File: src/design/wels_pkg.sv
// package for the windowed edge level stepper
// holds sizes, payload structs and register addresses used by every design file
// no dependencies
package wels_pkg;

  // window and level sizes
  localparam int WINDOW_DEPTH = 64;
  localparam int LEVEL_COUNT  = 4;

  // field widths
  localparam int SAMPLE_W = 16;
  localparam int RAW_W    = 17;
  localparam int LVL_IN_W = 4;
  localparam int LEVEL_W  = 3;
  localparam int FILL_W   = $clog2(WINDOW_DEPTH + 1);
  localparam int SUM_W    = SAMPLE_W + $clog2(WINDOW_DEPTH);
  localparam int CNT_W    = $clog2(WINDOW_DEPTH);

  // divider step counter width
  localparam int DIV_STEP_W = $clog2(SUM_W);

  // Q1.15 full scale
  localparam logic [SAMPLE_W-1:0] ONE_Q15 = SAMPLE_W'(32768);

  // register map, index taken from byte address bit 2
  localparam int ADDR_W = 3;
  localparam logic REG_LOW_THR  = 1'b0;
  localparam logic REG_HIGH_THR = 1'b1;

  // register reset values
  localparam logic [SAMPLE_W-1:0] LOW_THR_RST  = SAMPLE_W'(983);
  localparam logic [SAMPLE_W-1:0] HIGH_THR_RST = SAMPLE_W'(3277);

  typedef struct packed {
    logic signed [RAW_W-1:0]    sample;
    logic signed [LVL_IN_W-1:0] current_level;
  } in_t;

  typedef struct packed {
    logic [SAMPLE_W-1:0] average;
    logic [SAMPLE_W-1:0] peak;
    logic [FILL_W-1:0]   fill_count;
    logic [LEVEL_W-1:0]  suggested_level;
  } out_t;

endpackage

File: src/design/wels_cell.sv
// one window cell: holds a stored sample and a running peak
// the sample shifts to the next cell on a push, the peak moves on every cycle
// depends on wels_pkg
module wels_cell
  import wels_pkg::*;
(
  input  logic                clk,
  input  logic                rst_n,
  input  logic                shift_en,
  input  logic [SAMPLE_W-1:0] sample_in,
  input  logic [SAMPLE_W-1:0] max_in,
  output logic [SAMPLE_W-1:0] sample_out,
  output logic [SAMPLE_W-1:0] max_out
);

  logic [SAMPLE_W-1:0] sample_r;
  logic [SAMPLE_W-1:0] max_r;
  logic [SAMPLE_W-1:0] max_nxt;

  // peak of everything upstream including this cell
  assign max_nxt = (sample_r > max_in) ? sample_r : max_in;

  // storage and peak wave
  always_ff @(posedge clk) begin
    if (!rst_n) begin
      sample_r <= '0;
      max_r    <= '0;
    end else begin
      if (shift_en) begin
        sample_r <= sample_in;
      end
      max_r <= max_nxt;
    end
  end

  assign sample_out = sample_r;
  assign max_out    = max_r;

endmodule

File: config.mk
export PLATFORM = sky130hd
export DESIGN_NAME = wels_cell
export DESIGN_NICKNAME = d
export VERILOG_FILES = /design/src/design/wels_pkg.sv /design/src/design/wels_cell.sv
export SDC_FILE = /design/constraint.sdc
export NUM_CORES = 1
export LEC_CHECK = 0
export BUFFER_PORTS_ARGS = -buffer_cell sky130_fd_sc_hd__buf_2
export CORE_ASPECT_RATIO = 0.8
export CORE_MARGIN = 2
export CORE_UTILIZATION = 47
export DETAILED_ROUTE_END_ITERATION = 7
export PLACE_DENSITY_LB_ADDON = 0.12
export SYNTH_ARGS = -nofsm -noshare
export SYNTH_HDL_FRONTEND = slang
export SYNTH_SLANG_ARGS = --single-unit
File: constraint.sdc
create_clock -name clk -period 2.3 [get_ports clk]
set_input_delay 0.46 -clock clk [delete_from_list [all_inputs] [get_ports clk]]
set_output_delay 0.46 -clock clk [all_outputs]
set_load 0.02 [all_outputs]
### Yosys cells after proc, flatten, opt, wreduce, memory -nomap -nowiden

Index checks and enable logic that the tools add are counted.

| operators by class | value |
|---|---|
| $lt $le $gt $ge | 1 |
| multiplexer cells | 1 |

Operators with widths:

| kind | number |
|---|---|
| $gt 16x16->1 | 1 |
| $mux 16 | 1 |

| word-level totals | value |
|---|---|
| bits in registers | 32 |
| input bits | 35 |
| output and inout bits | 32 |
| word-level logic and storage cells | 4 |

### Longest topological paths before layout

| depth | value |
|---|---|
| depth in word-level cells | 2 |
| mapped depth | 8 |

### Worst setup path after synthesis

OpenSTA, ideal clock, no wires.

| path | value |
|---|---|
| kind | input to register |
| start | input max_in[13] |
| end | register max_r[10], in the netlist max_out[10] |
| setup time | 0.117 ns |
| data arrival time | 1.979 ns |
| required time | 2.183 ns |
| path slack | 0.204 ns |
| stages | 8 |
| buffers on the path | 1 |
| path through | inv_1 -> ha_1 -> a21oi_2 -> a2bb2oi_2 -> a21bo_4 -> o311a_4 -> buf_6 -> a22o_1 |

| between the ends | value |
|---|---|
| longest elaborated chain between the ends | 2 |

RTL lines:

| what | line | text |
|---|---|---|
| start: declaration | wels_cell.sv:11 | `input logic [SAMPLE_W-1:0] max_in,` |
| $gt 16x16->1 | wels_cell.sv:21 | `assign max_nxt = (sample_r > max_in) ? sample_r : max_in;` |
| $mux 16 | wels_cell.sv:21 |  |
| end signal: assignment | wels_cell.sv:32 | `max_r <= max_nxt;` |
| end: declaration | wels_cell.sv:17 | `logic [SAMPLE_W-1:0] max_r;` |

No other way between the ends.
A chain may end at the register's enable or synchronous reset.

### Worst setup path in the final report

| path | value |
|---|---|
| start | register sample_r[7], in the netlist sample_out[7] |
| end | register max_r[5], in the netlist max_out[5] |

| between the ends | value |
|---|---|
| longest elaborated chain between the ends | 2 |

RTL lines:

| what | line | text |
|---|---|---|
| start: declaration | wels_cell.sv:16 | `logic [SAMPLE_W-1:0] sample_r;` |
| start signal: assignment | wels_cell.sv:30 | `sample_r <= sample_in;` |
| $gt 16x16->1 | wels_cell.sv:21 |  |
| $mux 16 | wels_cell.sv:21 |  |

No other way between the ends.

==> qor.txt <==
run status: finished clean
total die area: 0.00389 mm^2
critical path start-end classification: register to register
sort of element at the start of the critical path: register
top cells by count, synth: 32 x sky130_fd_sc_hd__dfxtp_1, 17 x sky130_fd_sc_hd__inv_1, 16 x sky130_fd_sc_hd__ha_1, 16 x sky130_fd_sc_hd__mux2i_1, 16 x sky130_fd_sc_hd__nor2_1
via density per instance: 5.06
max-slew violation total from the final report: 0
Final Worst Setup Slack: 0.180 ns
top fanout value on the critical path: 15
Fin Clk Skew: 0.00245 ns
TritonCTS Sinks: 32
Synthesized Nets: 201
post-placement cell area: 0.00199 mm^2
clock buffers created by TritonCTS: 5
GPL Wtd Cong: 0.831
area added between synthesis and finish: 31.0%
core region area: 0.00318 mm^2
number of design rule violations left after detail routing: 0
leading cell types by total area after synthesis: sky130_fd_sc_hd__dfxtp_1 40%, sky130_fd_sc_hd__ha_1 13%, sky130_fd_sc_hd__mux2i_1 10%
clock insertion delay at the later pin of the skew report: 0.28 ns
number of iterations in the first detailed-routing pass: 4
Synth warnings: 0
worst hold-check path type: input pin to register
Unique masters post-synth: 34
nets: 277
number of buffers inserted for hold repair after clock tree synthesis: 0
overall global routing resource usage: 0.196
diode count: 0
worst-case setup slack after placement: -0.264 ns
shortest clock period the worst path allows after layout: 2.12 ns
fraction of layout cells with a size suffix above 1: 0.419
power density cells: 637 mW/mm^2
Yosys top cell by area: sky130_fd_sc_hd__dfxtp_1
routed wirelength normalized by instance count: 13.1 um
post-synthesis sequential element count: 32
number of enable-type register cells in the synthesized netlist: 0
total half-perimeter wirelength after legalization and detailed placement: 2710 um
most used standard cell by instance count after synthesis: sky130_fd_sc_hd__dfxtp_1
number of standard-cell rows in the floorplan: 18
Max Buffers Root-to-Sink: 2
worst endpoint data arrival time: 2.30 ns
clock transition at the registers of the reported paths: 0.06 ns
quantity of gates resized following cts: 0
top-area cell type share of the netlist area: 0.400
global route overflow: 0
clock root buffer master: sky130_fd_sc_hd__clkbuf_8
crit path capture type: register
first-pass GRT wire length: 6020 um
TritonCTS clock tree: yes
# IOs: 67
Iteration-0 DRC Markers: 47
pin count of the biggest net entering global routing: 18
Tightest Pin Transition: 0.505 ns
Final Cycle Share: 0.922
chip height: 56.2 um
chip width: 69.2 um
worst hold slack after final layout: 0.405 ns
Starting Density: 0.504
maxcap violations: 0
Peak supply drop: 0.000357 V
RSZ-0062 raised after global routing: no
commonest register cell after synthesis: sky130_fd_sc_hd__dfxtp_1
post-synthesis async set-or-reset flop share: 0
Data required, critical path: 2.48 ns
post-synthesis instance area: 0.00160 mm^2
synthesized area per cell: 10.7 um^2
total via count in the routed design: 1352
total setup violations reported at the end of the flow: 0
final instance area: 0.00210 mm^2
FMAX: 472 MHz
overall power after layout: 0.00133 W
final count of hold timing violations: 0
cells after synthesis: 150
number of H-tree levels: 2
Port Buffers: 66
via count of the first global-routing pass: 1352
relative max-transition margin: 0.663
sequential fraction of the synthesis area: 0.400
post-route core utilization: 0.660
static leakage: 1.11 nW
Antenna Violating Nets Remaining: 0
overall routed net length: 3500 um
antenna violations before repair: 0
final cells by class:
type | count | area (um^2)
Fill cell | 268 | 1080
Multi-Input combinational cell | 96 | 861
Sequential cell | 32 | 641
Timing Repair Buffer | 74 | 390
Clock buffer | 8 | 90.1
Inverter | 17 | 63.8
Tap cell | 40 | 50.0
flip-flops by register name (all words and copies together), names as in the netlist:
signal	count
max_out	16
sample_out	16
cell families (layout without fill, tap and decap cells):
kind of cell	Yosys count	after routing	synth area share
fa+ha+maj	16	16	0.125
flops	32	32	0.400
buf+inv	22	99	0.0618
simple gates	32	32	0.109
compound gates	32	32	0.203
mux	16	16	0.100
path summary, 6_finish.rpt:
check / startpoint / to / slack, ns / cells after the start
setup / recovery: sample_out[7]$_SDFFE_PN0P_ / max_out[5]$_SDFF_PN0_ / 0.18 / 7
hold reg to reg: sample_out[14]$_SDFFE_PN0P_ / max_out[14]$_SDFF_PN0_ / 0.54 / 1
hold / removal: max_in[3] / max_out[3]$_SDFF_PN0_ / 0.41 / 2
setup reg to reg: sample_out[7]$_SDFFE_PN0P_ / max_out[5]$_SDFF_PN0_ / 0.18 / 7
report_power, final:
part           total [W]  switching [W]  internal [W]
Combinational   0.000283       0.000155      0.000127
Sequential      0.000614      0.0000213      0.000593
Clock           0.000438       0.000194      0.000244
Total            0.00133       0.000371      0.000963
per-stage QoR:
step | TNS, ns | cells
2_1_floorplan | 0 | 150
3_3_place_gp | -4.08 | 257
3_5_place_dp | -3.76 | 257
4_1_cts | 0 | 267
5_1_grt | 0 | 267
6_report | 0 | 267
placed cells by master, fill, tap and decap left out, types with 2 or more instances in the layout:
master                      n
sky130_fd_sc_hd__buf_2     66
sky130_fd_sc_hd__dfxtp_1   32
sky130_fd_sc_hd__inv_1     17
sky130_fd_sc_hd__mux2i_1   16
sky130_fd_sc_hd__nor2_1    16
sky130_fd_sc_hd__ha_1      16
sky130_fd_sc_hd__a22o_1    10
sky130_fd_sc_hd__buf_4      8
sky130_fd_sc_hd__clkbuf_8   6
sky130_fd_sc_hd__a22o_2     5
sky130_fd_sc_hd__a21oi_1    4
sky130_fd_sc_hd__nand2_1    4
sky130_fd_sc_hd__nand3_1    3
sky130_fd_sc_hd__nand4_1    2
sky130_fd_sc_hd__clkbuf_1   2
metal layers:
metal	routed length, um	vias up	share of wire	global-route usage
met1	1590	618	0.45	0.241
met5	0	-	0	0
met2	1650	42	0.47	0.320
li1	-	687	-	-
met3	210	5	0.060	0.0598
met4	47	0	0.013	0.0784
critical path, stage by stage (launching register included):
cell	delay [ns]
sky130_fd_sc_hd__dfxtp_1	0.38
sky130_fd_sc_hd__ha_1	0.28
sky130_fd_sc_hd__a211oi_2	0.17
sky130_fd_sc_hd__o21ai_0	0.16
sky130_fd_sc_hd__a21bo_4	0.25
sky130_fd_sc_hd__buf_4	0.14
sky130_fd_sc_hd__o311a_4	0.40
sky130_fd_sc_hd__a22o_2	0.23
repair_timing:
item | CTS | global route
buffers inserted | 2 | 0
endpoints found under the hold margin | 0 | 0
endpoints found under the setup margin | 1 | 0
Power figures use the tool's default switching activity.
