File: config.mk
export PLATFORM = sky130hd
export DESIGN_NAME = wels_div
export DESIGN_NICKNAME = d
export VERILOG_FILES = /design/src/design/wels_pkg.sv /design/src/design/wels_div.sv
export SDC_FILE = /design/constraint.sdc
export NUM_CORES = 1
export LEC_CHECK = 0
export ABC_CLOCK_PERIOD_IN_PS = 2000
export BUFFER_PORTS_ARGS = -buffer_cell sky130_fd_sc_hd__buf_2
export CAP_MARGIN = 20
export CORE_ASPECT_RATIO = 1.75
export CORE_MARGIN = 1.5
export CORE_UTILIZATION = 35
export CTS_CLUSTER_DIAMETER = 100
export CTS_CLUSTER_SIZE = 28
export DETAILED_ROUTE_END_ITERATION = 8
export HOLD_SLACK_MARGIN = 0.02
export SLEW_MARGIN = 20
export SYNTH_ARGS = -nofsm -noshare
export SYNTH_HDL_FRONTEND = slang
export SYNTH_SLANG_ARGS = --single-unit
File: constraint.sdc
create_clock -name clk -period 2 [get_ports clk]
set_clock_uncertainty 0.05 [all_clocks]
set_input_delay 0.4 -clock clk [delete_from_list [all_inputs] [get_ports clk]]
set_output_delay 0.4 -clock clk [all_outputs]
set_load 0.005 [all_outputs]
File: src/design/wels_pkg.sv
// package for the windowed edge level stepper
// holds sizes, payload structs and register addresses used by every design file
// no dependencies
package wels_pkg;

  // window and level sizes
  localparam int WINDOW_DEPTH = 64;
  localparam int LEVEL_COUNT  = 4;

  // field widths
  localparam int SAMPLE_W = 16;
  localparam int RAW_W    = 17;
  localparam int LVL_IN_W = 4;
  localparam int LEVEL_W  = 3;
  localparam int FILL_W   = $clog2(WINDOW_DEPTH + 1);
  localparam int SUM_W    = SAMPLE_W + $clog2(WINDOW_DEPTH);
  localparam int CNT_W    = $clog2(WINDOW_DEPTH);

  // divider step counter width
  localparam int DIV_STEP_W = $clog2(SUM_W);

  // Q1.15 full scale
  localparam logic [SAMPLE_W-1:0] ONE_Q15 = SAMPLE_W'(32768);

  // register map, index taken from byte address bit 2
  localparam int ADDR_W = 3;
  localparam logic REG_LOW_THR  = 1'b0;
  localparam logic REG_HIGH_THR = 1'b1;

  // register reset values
  localparam logic [SAMPLE_W-1:0] LOW_THR_RST  = SAMPLE_W'(983);
  localparam logic [SAMPLE_W-1:0] HIGH_THR_RST = SAMPLE_W'(3277);

  typedef struct packed {
    logic signed [RAW_W-1:0]    sample;
    logic signed [LVL_IN_W-1:0] current_level;
  } in_t;

  typedef struct packed {
    logic [SAMPLE_W-1:0] average;
    logic [SAMPLE_W-1:0] peak;
    logic [FILL_W-1:0]   fill_count;
    logic [LEVEL_W-1:0]  suggested_level;
  } out_t;

endpackage

File: src/design/wels_div.sv
// restoring divider, one quotient bit per cycle
// divides the window sum by the fill count into a SUM_W-bit quotient
// depends on wels_pkg
module wels_div
  import wels_pkg::*;
(
  input  logic              clk,
  input  logic              rst_n,
  input  logic              start,
  input  logic [SUM_W-1:0]  dividend,
  input  logic [FILL_W-1:0] divisor,
  output logic [SUM_W-1:0]  quotient,
  output logic              done
);

  logic                  busy_r;
  logic                  done_r;
  logic [DIV_STEP_W-1:0] step_r;
  logic [SUM_W-1:0]      dvd_r;
  logic [SUM_W-1:0]      quo_r;
  logic [FILL_W-1:0]     rem_r;
  logic [FILL_W-1:0]     div_r;
  logic [FILL_W:0]       trial;
  logic                  fits;
  logic [FILL_W-1:0]     rem_nxt;

  // trial subtract of the next remainder
  assign trial   = {rem_r, dvd_r[SUM_W-1]};
  assign fits    = (trial >= {1'b0, div_r});
  assign rem_nxt = fits ? FILL_W'(trial - {1'b0, div_r}) : FILL_W'(trial);

  // control
  always_ff @(posedge clk) begin
    if (!rst_n) begin
      busy_r <= 1'b0;
      done_r <= 1'b0;
      step_r <= '0;
    end else if (start) begin
      busy_r <= 1'b1;
      done_r <= 1'b0;
      step_r <= '0;
    end else if (busy_r) begin
      if (step_r == DIV_STEP_W'(SUM_W - 1)) begin
        busy_r <= 1'b0;
        done_r <= 1'b1;
      end else begin
        step_r <= step_r + 1'b1;
      end
    end
  end

  // datapath
  always_ff @(posedge clk) begin
    if (start) begin
      dvd_r <= dividend;
      div_r <= divisor;
      rem_r <= '0;
      quo_r <= '0;
    end else if (busy_r) begin
      dvd_r <= {dvd_r[SUM_W-2:0], 1'b0};
      rem_r <= rem_nxt;
      quo_r <= {quo_r[SUM_W-2:0], fits};
    end
  end

  assign quotient = quo_r;
  assign done     = done_r;

endmodule

Word level (Yosys, flattened, before mapping)
Index checks and enable logic that the tools add are counted.
{"block": "word_totals", "regBits": 65, "out_inout_bits": 23, "elab_cells": 23, "in_bits": 32}
{"block": "classes", "bitwise": 2, "n_mux": 6, "magnitude_cmp": 1, "add_sub_neg": 2, "n_reduce_logical": 4, "eq_ne": 1}
{"operator": "22-bit 2-to-1 mux", "count": 2}
{"operator": "8-bit by 7-bit greater-or-equal comparator with 1-bit output", "count": 1}
{"operator": "7-bit 2-to-1 mux", "count": 1}
{"operator": "7-bit subtractor", "count": 1}
{"operator": "5-bit by 1-bit adder with 5-bit output, second input constant", "count": 1}
{"operator": "5-bit equality test, second input constant", "count": 1}
{"operator": "2-bit AND reduction", "count": 2}
{"operator": "1-bit 2-to-1 mux", "count": 3}
{"operator": "1-bit NOT", "count": 2}
{"operator": "2-bit nonzero test", "count": 1}
{"operator": "2-bit OR reduction", "count": 1}

Logic depth before layout (Yosys ltp)
Gate-level depths: netlist of the first run.
{"block": "depth", "depth_word": 4, "mapped_depth": 8, "mapped_depth_nobuf": 8}

Worst setup path after synthesis of the first run
OpenSTA, ideal clock, no wires.
{"block": "synth_path", "path_kind": "flip-flop to flip-flop", "from": "reg dvd_r[21]", "to": "reg rem_r[0]", "setup_slack_ns": -0.224, "stages_incl_launch_ff": 9, "period_less_slack_ns": 2.224, "setup_time_ns": 0.079, "arrival_ns": 2.094, "t_required_ns": 1.871, "cell_sequence": "edfxtp_1 -> inv_1 -> ha_1 -> fa_1 -> nand2b_1 -> o2bb2ai_1 -> o211ai_4 -> mux2_4 -> a211oi_2"}
{"block": "synth_between", "elab_chain_cells": 2}
{"element": "start, declared", "line_no": "wels_div.sv:19", "rtl": "logic [SUM_W-1:0] dvd_r;"}
{"element": "start signal, assigned", "line_no": "wels_div.sv:55", "rtl": "dvd_r <= dividend;"}
{"element": "start signal, assigned", "line_no": "wels_div.sv:60", "rtl": "dvd_r <= {dvd_r[SUM_W-2:0], 1'b0};"}
{"element": "7-bit subtractor or 8-bit by 7-bit greater-or-equal comparator with 1-bit output (tied branches)", "line_no": "wels_div.sv:30, wels_div.sv:29"}
{"element": "7-bit 2-to-1 mux *", "line_no": "wels_div.sv:30", "rtl": "assign rem_nxt = fits ? FILL_W'(trial - {1'b0, div_r}) : FILL_W'(trial);"}
{"element": "end signal, assigned", "line_no": "wels_div.sv:61", "rtl": "rem_r <= rem_nxt;"}
{"element": "end, declared", "line_no": "wels_div.sv:21", "rtl": "logic [FILL_W-1:0] rem_r;"}
Mark *: on every way between the ends. The rest lies on a longest branch, timed or not.
A chain may end at the register's enable or synchronous reset.

Worst setup path after layout of the first run
{"block": "layout_path", "from": "reg div_r[0]", "to": "reg rem_r[0]"}
{"block": "layout_between", "elab_chain_cells": 2}
{"element": "start, declared", "line_no": "wels_div.sv:22", "rtl": "logic [FILL_W-1:0] div_r;"}
{"element": "start signal, assigned", "line_no": "wels_div.sv:56", "rtl": "div_r <= divisor;"}
{"element": "7-bit subtractor or 8-bit by 7-bit greater-or-equal comparator with 1-bit output (tied branches)", "line_no": "wels_div.sv:30, wels_div.sv:29"}
{"element": "7-bit 2-to-1 mux *", "line_no": "wels_div.sv:30"}
Marked as above.

==> results of run 1 <==
==> critical path: stages (launching register included) <==
cell	delay (ns)
edfxtp_1	0.37
ha_2	0.19
fa_2	0.33
nand2b_4	0.15
o2bb2ai_2	0.14
o211ai_4	0.22
mux2_4	0.33
a211oi_2	0.20
==> layout make-up <==
class | instances | share of cell area (%)
timing repair buffer | 70 | 11.25
sequential | 65 | 43.10
clock buffer | 15 | 8.099
clock inverter | 1 | 0.1355
multi-input combinational | 153 | 32.94
inverter | 14 | 1.423
tap | 90 | 3.050
==> stage by stage <==
| step | TNS (ns) | instance area (µm²) | total power [µW] |
|---|---|---|---|
| 6_report | -0.1349 | 3692 | 3437 |
| 5_1_grt | -0.7297 | 3692 | 3585 |
| 4_1_cts | -0.2109 | 3692 | 3501 |
| 3_5_place_dp | -0.4071 | 3378 | 1930 |
| 3_3_place_gp | -0.1840 | 3378 | 1922 |
| 2_1_floorplan | -0.1454 | 2909 | 1788 |
==> layer usage <==
metal,up-vias,track usage [%],wire length [µm]
met5,-,0,0
met4,0,7.547,168
met3,11,4.890,231
met2,35,24.54,3017
li1,999,-,-
met1,930,15.43,2242
==> cell usage in the layout, fill, tap and decap left out, types with 2 or more instances in the layout <==
cell type	instances
nand2b_1	3
a21oi_1	4
nand2_1	6
clkbuf_8	3
buf_12	2
nand4b_1	2
clkbuf_16	10
buf_4	14
dfxtp_1	36
mux2i_1	25
mux2_2	21
buf_2	54
nand4_1	3
clkbuf_1	2
a211oi_1	2
nor3_1	3
inv_1	14
a22oi_1	2
ha_1	8
nor2_1	38
o21ai_1	2
o21ai_0	4
and2_1	2
xor2_1	4
edfxtp_1	29
xnor2_1	3
==> how the worst max path moves through the flow <==
stage / startpoint / to / slack [ns]
final: div_r[0] / rem_r[0] / -0.07
after global routing: div_r[0] / rem_r[0] / -0.16
after CTS: div_r[0] / rem_r[0] / -0.08
after detailed placement: div_r[0] / rem_r[0] / -0.11
after global placement: dvd_r[21] / rem_r[0] / -0.09
after floorplan: dvd_r[21] / rem_r[0] / -0.14
==> sequential cells by signal, summed over array words and instances (netlist names) <==
| name | flops |
|---|---|
| dvd_r | 22 |
| quotient | 22 |
| div_r | 7 |
| rem_r | 7 |
| step_r | 5 |
| busy_r | 1 |
| done | 1 |
==> logic make-up (layout without fill, tap and decap cells) <==
group | count (synthesis) | in the layout | share of synthesized area [%]
AOI/OAI and AO/OA | 27 | 27 | 7.570
xor gates and xnor gates | 7 | 7 | 2.119
adders and majority gates | 10 | 10 | 4.585
buffers and inverters | 25 | 100 | 3.590
DFF | 65 | 65 | 55.02
muxes | 47 | 47 | 17.34
and+or+nand+nor | 62 | 62 | 9.775
==> where the power goes <==
part	switching, µW	internal, µW	total, µW
sequential	28.3	1480	1500
combinational	193	205	397
clock	522	1010	1540
total	743	2690	3440
==> what timing repair did <==
action	in CTS	in global routing
endpoints found under the setup margin	6	7
buffers inserted	1	0
gates resized for setup	2	1
pin swaps	1	0
==> reports/metrics.yaml, run 1 <==
viasPerCell: 4.841
antennaDiodeCount: 0
max-vdd-ir-drop_mv: 0.5756
dp_slack_ns: -0.1139
rsz0062_at_grt: "yes"
drt_iter0_drc: 67
critPathMaxFanout: 2
netlist_instances: 243
synthFlopType: "dfxtp_1"
initial_core_util_pct: 36.33
core-area_mm2: 0.007963
antenna_left: 0
yosys.area.top_type: "edfxtp_1"
holdPathStages: 1
clockBufferDepth: 2
die_area_mm2: 0.008841
r2r-end: "rem_r[0]"
synth_area_per_cell_um2: 11.90
nNetsFinal: 355
synth_area_leaders: "edfxtp_1 (30%), dfxtp_1 (25%), mux2i_1 (8.7%), mux2_2 (8.2%), nor2_1 (4.9%)"
grt_max_degree: 32
power_per_cell_area_mw_per_mm2: 930.8
cts_tree: "yes"
reg2reg_from: "div_r[0]"
worstSkewPairLatency_ns: 0.32
fin_crit_sh_pct: 103.4
grt_overflow: 0
fmax_mhz: 483.6
port_buffers: 54
hold_path_end: "div_r[2]"
synth_most_common_cell: "nor2_1"
utilization_pct: 46.37
grt_pass1_vias: 2000
yosysSeqAreaShare_pct: 55.02
gp_congestion: 0.8050
cap_violations: 0
setup_viol: 4
numClockSinks: 65
clk_root_buffer_cell: "clkbuf_16"
worst_setup_path_start_kind: "flop"
rr_worst_depth: 7
whs_ns: 0.1991
finalHoldViolCount: 0
cp.arrival_ns: 2.27
wl_mm: 5.659
seqCellArea_mm2: 0.001592
failed_checks: "design-rule violations, negative setup slack"
dieWidth_um: 71.73
yosys-top-cells-count: "nor2_1 (38), dfxtp_1 (36), edfxtp_1 (29)"
tightestPinTransition_ns: 0.4012
worst_slack_ns: -0.06796
hold_start: "divisor[2]"
numCtsBuffers: 9
htreeDepth: 3
drc: 3
drv_slew: 0
r2r_setup_slack_ns: -0.07
ctsHoldBuffers: 0
die_height_um: 123.3
synth_cell_types: 42
synth_fp_nets: 285
area_growth_pct: 27.64
dp.cells: 391
groute.usage.overall_pct: 14.35
antenna_found_initial: 0
rows: 43
synth.cell_area_mm2: 0.002893
synth_seq_cells: 65
final_layout_size_suffix_gt1_share_pct: 36.16
dpl.hpwl_mm: 4.125
slew_headroom_pct: 73.25
wl_per_cell_um: 13.87
drt_first_pass_iters: 8
nFillCells: 739
crit_type: "flop to flop"
status: "finished with violations"
path_clk_slew_ns: 0.05
synth_top_area_share_pct: 30.10
vias: 1975
multi_input_area_mm2: 0.001216
synth-edff-count: 29
worst-endpoint-required_ns: 2.20
final_cells: 408
min_path_type: "primary input to flop"
p_leak_uw: 0.001577
setup.worst_path.end_class: "flop"
grt_pass1_wl_mm: 9.446
io_pins: 55
yosysWarnings: 0
fin_crit_ns: 2.068
async_flop_share_pct: 0
Note: power is estimated with default switching activity, not from simulation.
==> inputs of run 2 (changes only) <==
- ABC_CLOCK_PERIOD_IN_PS: 2000 -> 2630
- CELL_PAD_IN_SITES_DETAIL_PLACEMENT: default -> 0
- CELL_PAD_IN_SITES_GLOBAL_PLACEMENT: default -> 2
- PLACE_DENSITY_LB_ADDON: default -> 0.1
- REMOVE_ABC_BUFFERS: default -> 1
- clock period: 2 -> 2.63 ns (I/O delays scaled with it)
==> run 2 against run 1 <==
  * The run now ends clean
  * Count of clock-buffer cells in the layout did not move
  * Sequential share of layout area rose by 1.3 points
  * Sequential power fell by 24%
==> reports/metrics.yaml, run 2 (synthesis results as in run 1) <==
drc: 0
cp.arrival_ns: 2.48
grt_max_degree: 35
power_per_cell_area_mw_per_mm2: 724.5
combPwrFrac_pct: 10.4
clk_root_buffer_cell: "clkbuf_16"
layout_common_cells: "buf_2 (54), nor2_1 (38), dfxtp_1 (36), edfxtp_1 (29), mux2i_1 (25)"
worstSkewPairLatency_ns: 0.33
worst_slack_ns: 0.3512
groute.usage.overall_pct: 14.04
post_cts_buffers: 0
fmax_mhz: 438.8
clockBufferDepth: 2
initial_core_util_pct: 36.33
die_area_mm2: 0.008841
nFillCells: 765
port_buffers: 54
drt_first_pass_iters: 4
grt_pass1_wl_mm: 9.315
max-vdd-ir-drop_mv: 0.3629
r2r-end: "rem_r[0]"
critPathMaxFanout: 4
numCtsBuffers: 9
io_pins: 55
wl_per_cell_um: 14.22
status: "finished, final reports clean"
numClockSinks: 65
final_common_cell: "buf_2"
die_height_um: 123.3
min_path_type: "primary input to flop"
hold_start: "divisor[0]"
antennaDiodeCount: 0
p_leak_uw: 0.001522
final_cells: 398
dp_slack_ns: 0.3548
htreeDepth: 3
whs_ns: 0.3196
worst-endpoint-required_ns: 2.83
p_int_uw: 2022
nNetsFinal: 345
finalHoldViolCount: 0
viasPerCell: 4.884
crit_start: "dvd_r[21]"
p_sw_uw: 575.5
crit_end: "rem_r[0]"
rows: 43
p_clk_share_pct: 45.6
rr_worst_depth: 8
dpl.hpwl_mm: 4.028
path_clk_slew_ns: 0.05
fin_crit_ns: 2.279
final.setup.tns_ns: 0
setup.worst_path.end_class: "flop"
cap_violations: 0
setup_viol: 0
drt_iter0_drc: 66
area_growth_pct: 23.96
antenna_found_initial: 0
seqPwrFrac_pct: 44.0
seqCellArea_mm2: 0.001592
vias: 1944
crit_type: "flop to flop"
drv_slew: 0
core-area_mm2: 0.007963
swShare_pct: 22.15
slew_headroom_pct: 73.49
ctsHoldBuffers: 0
final_layout_size_suffix_gt1_share_pct: 32.79
rsz0062_at_grt: "no"
grt_pass1_vias: 1912
dieWidth_um: 71.73
reg2reg_from: "dvd_r[21]"
multi_input_area_mm2: 0.001197
fin_crit_sh_pct: 86.65
tightestPinTransition_ns: 0.3962
grt_overflow: 0
antenna_left: 0
cts_tree: "yes"
gp_congestion: 0.7369
r2r_setup_slack_ns: 0.35
wl_mm: 5.661
worst_setup_path_start_kind: "flop"
dp.cells: 382
cts_resized: 0
## run 2: cell count changes in the layout (fill, tap and decap cells not counted), sizes merged
cell	before	now
buf	70	60
## run 2: stage by stage
step                power (µW)  instance area [µm²]  util [%]
detailed placement        1436                 3282     41.22
global placement          1435                 3282     41.22
global route              2698                 3586     45.03
floorplan                 1338                 2841         -
CTS                       2642                 3586     45.03
finish                    2598                 3586     45.03
## run 2: area by class of cell
cell class              count  share of cell area (%)
clock buffers              15                   8.339
clock inverters             1                  0.1396
inverters                  14                   1.465
multi-input cells         153                   33.39
flip-flops and latches     65                   44.38
well taps                  90                   3.140
repair buffers             60                   9.142
## run 2: worst min-delay path by stage
stage / cells past startpoint / slack, ns / to
floorplan: 2 / 0.40 / rem_r[3]
global placement: 1 / 0.41 / done
detailed placement: 1 / 0.42 / done
CTS: 1 / 0.30 / div_r[0]
global route: 1 / 0.31 / div_r[5]
finish: 1 / 0.32 / div_r[0]
## run 2: power groups by stage
stage	Sequential, µW	Clock [µW]	Combinational [µW]
after CTS	1140	1220	274
final	1140	1190	269
after floorplan	1170	0	172
after global routing	1150	1250	299
after detailed placement	1160	0	273
after global placement	1160	0	271
## run 2: per-layer routing
metal	up-vias	wire length, µm	GRT usage (%)
met4	0	166	8.137
met3	13	257	4.645
met1	911	2416	15.86
met2	44	2821	22.92
li1	976	-	-
met5	-	0	0
## run 2: worst max-delay path, cell delays in order, from the launching register on
cell and delay [ns]:
edfxtp_1 0.32, inv_1 0.05, ha_1 0.22, fa_1 0.41
nand2b_1 0.18, o2bb2ai_1 0.19, o211ai_4 0.25, mux2_4 0.33
a211oi_2 0.20
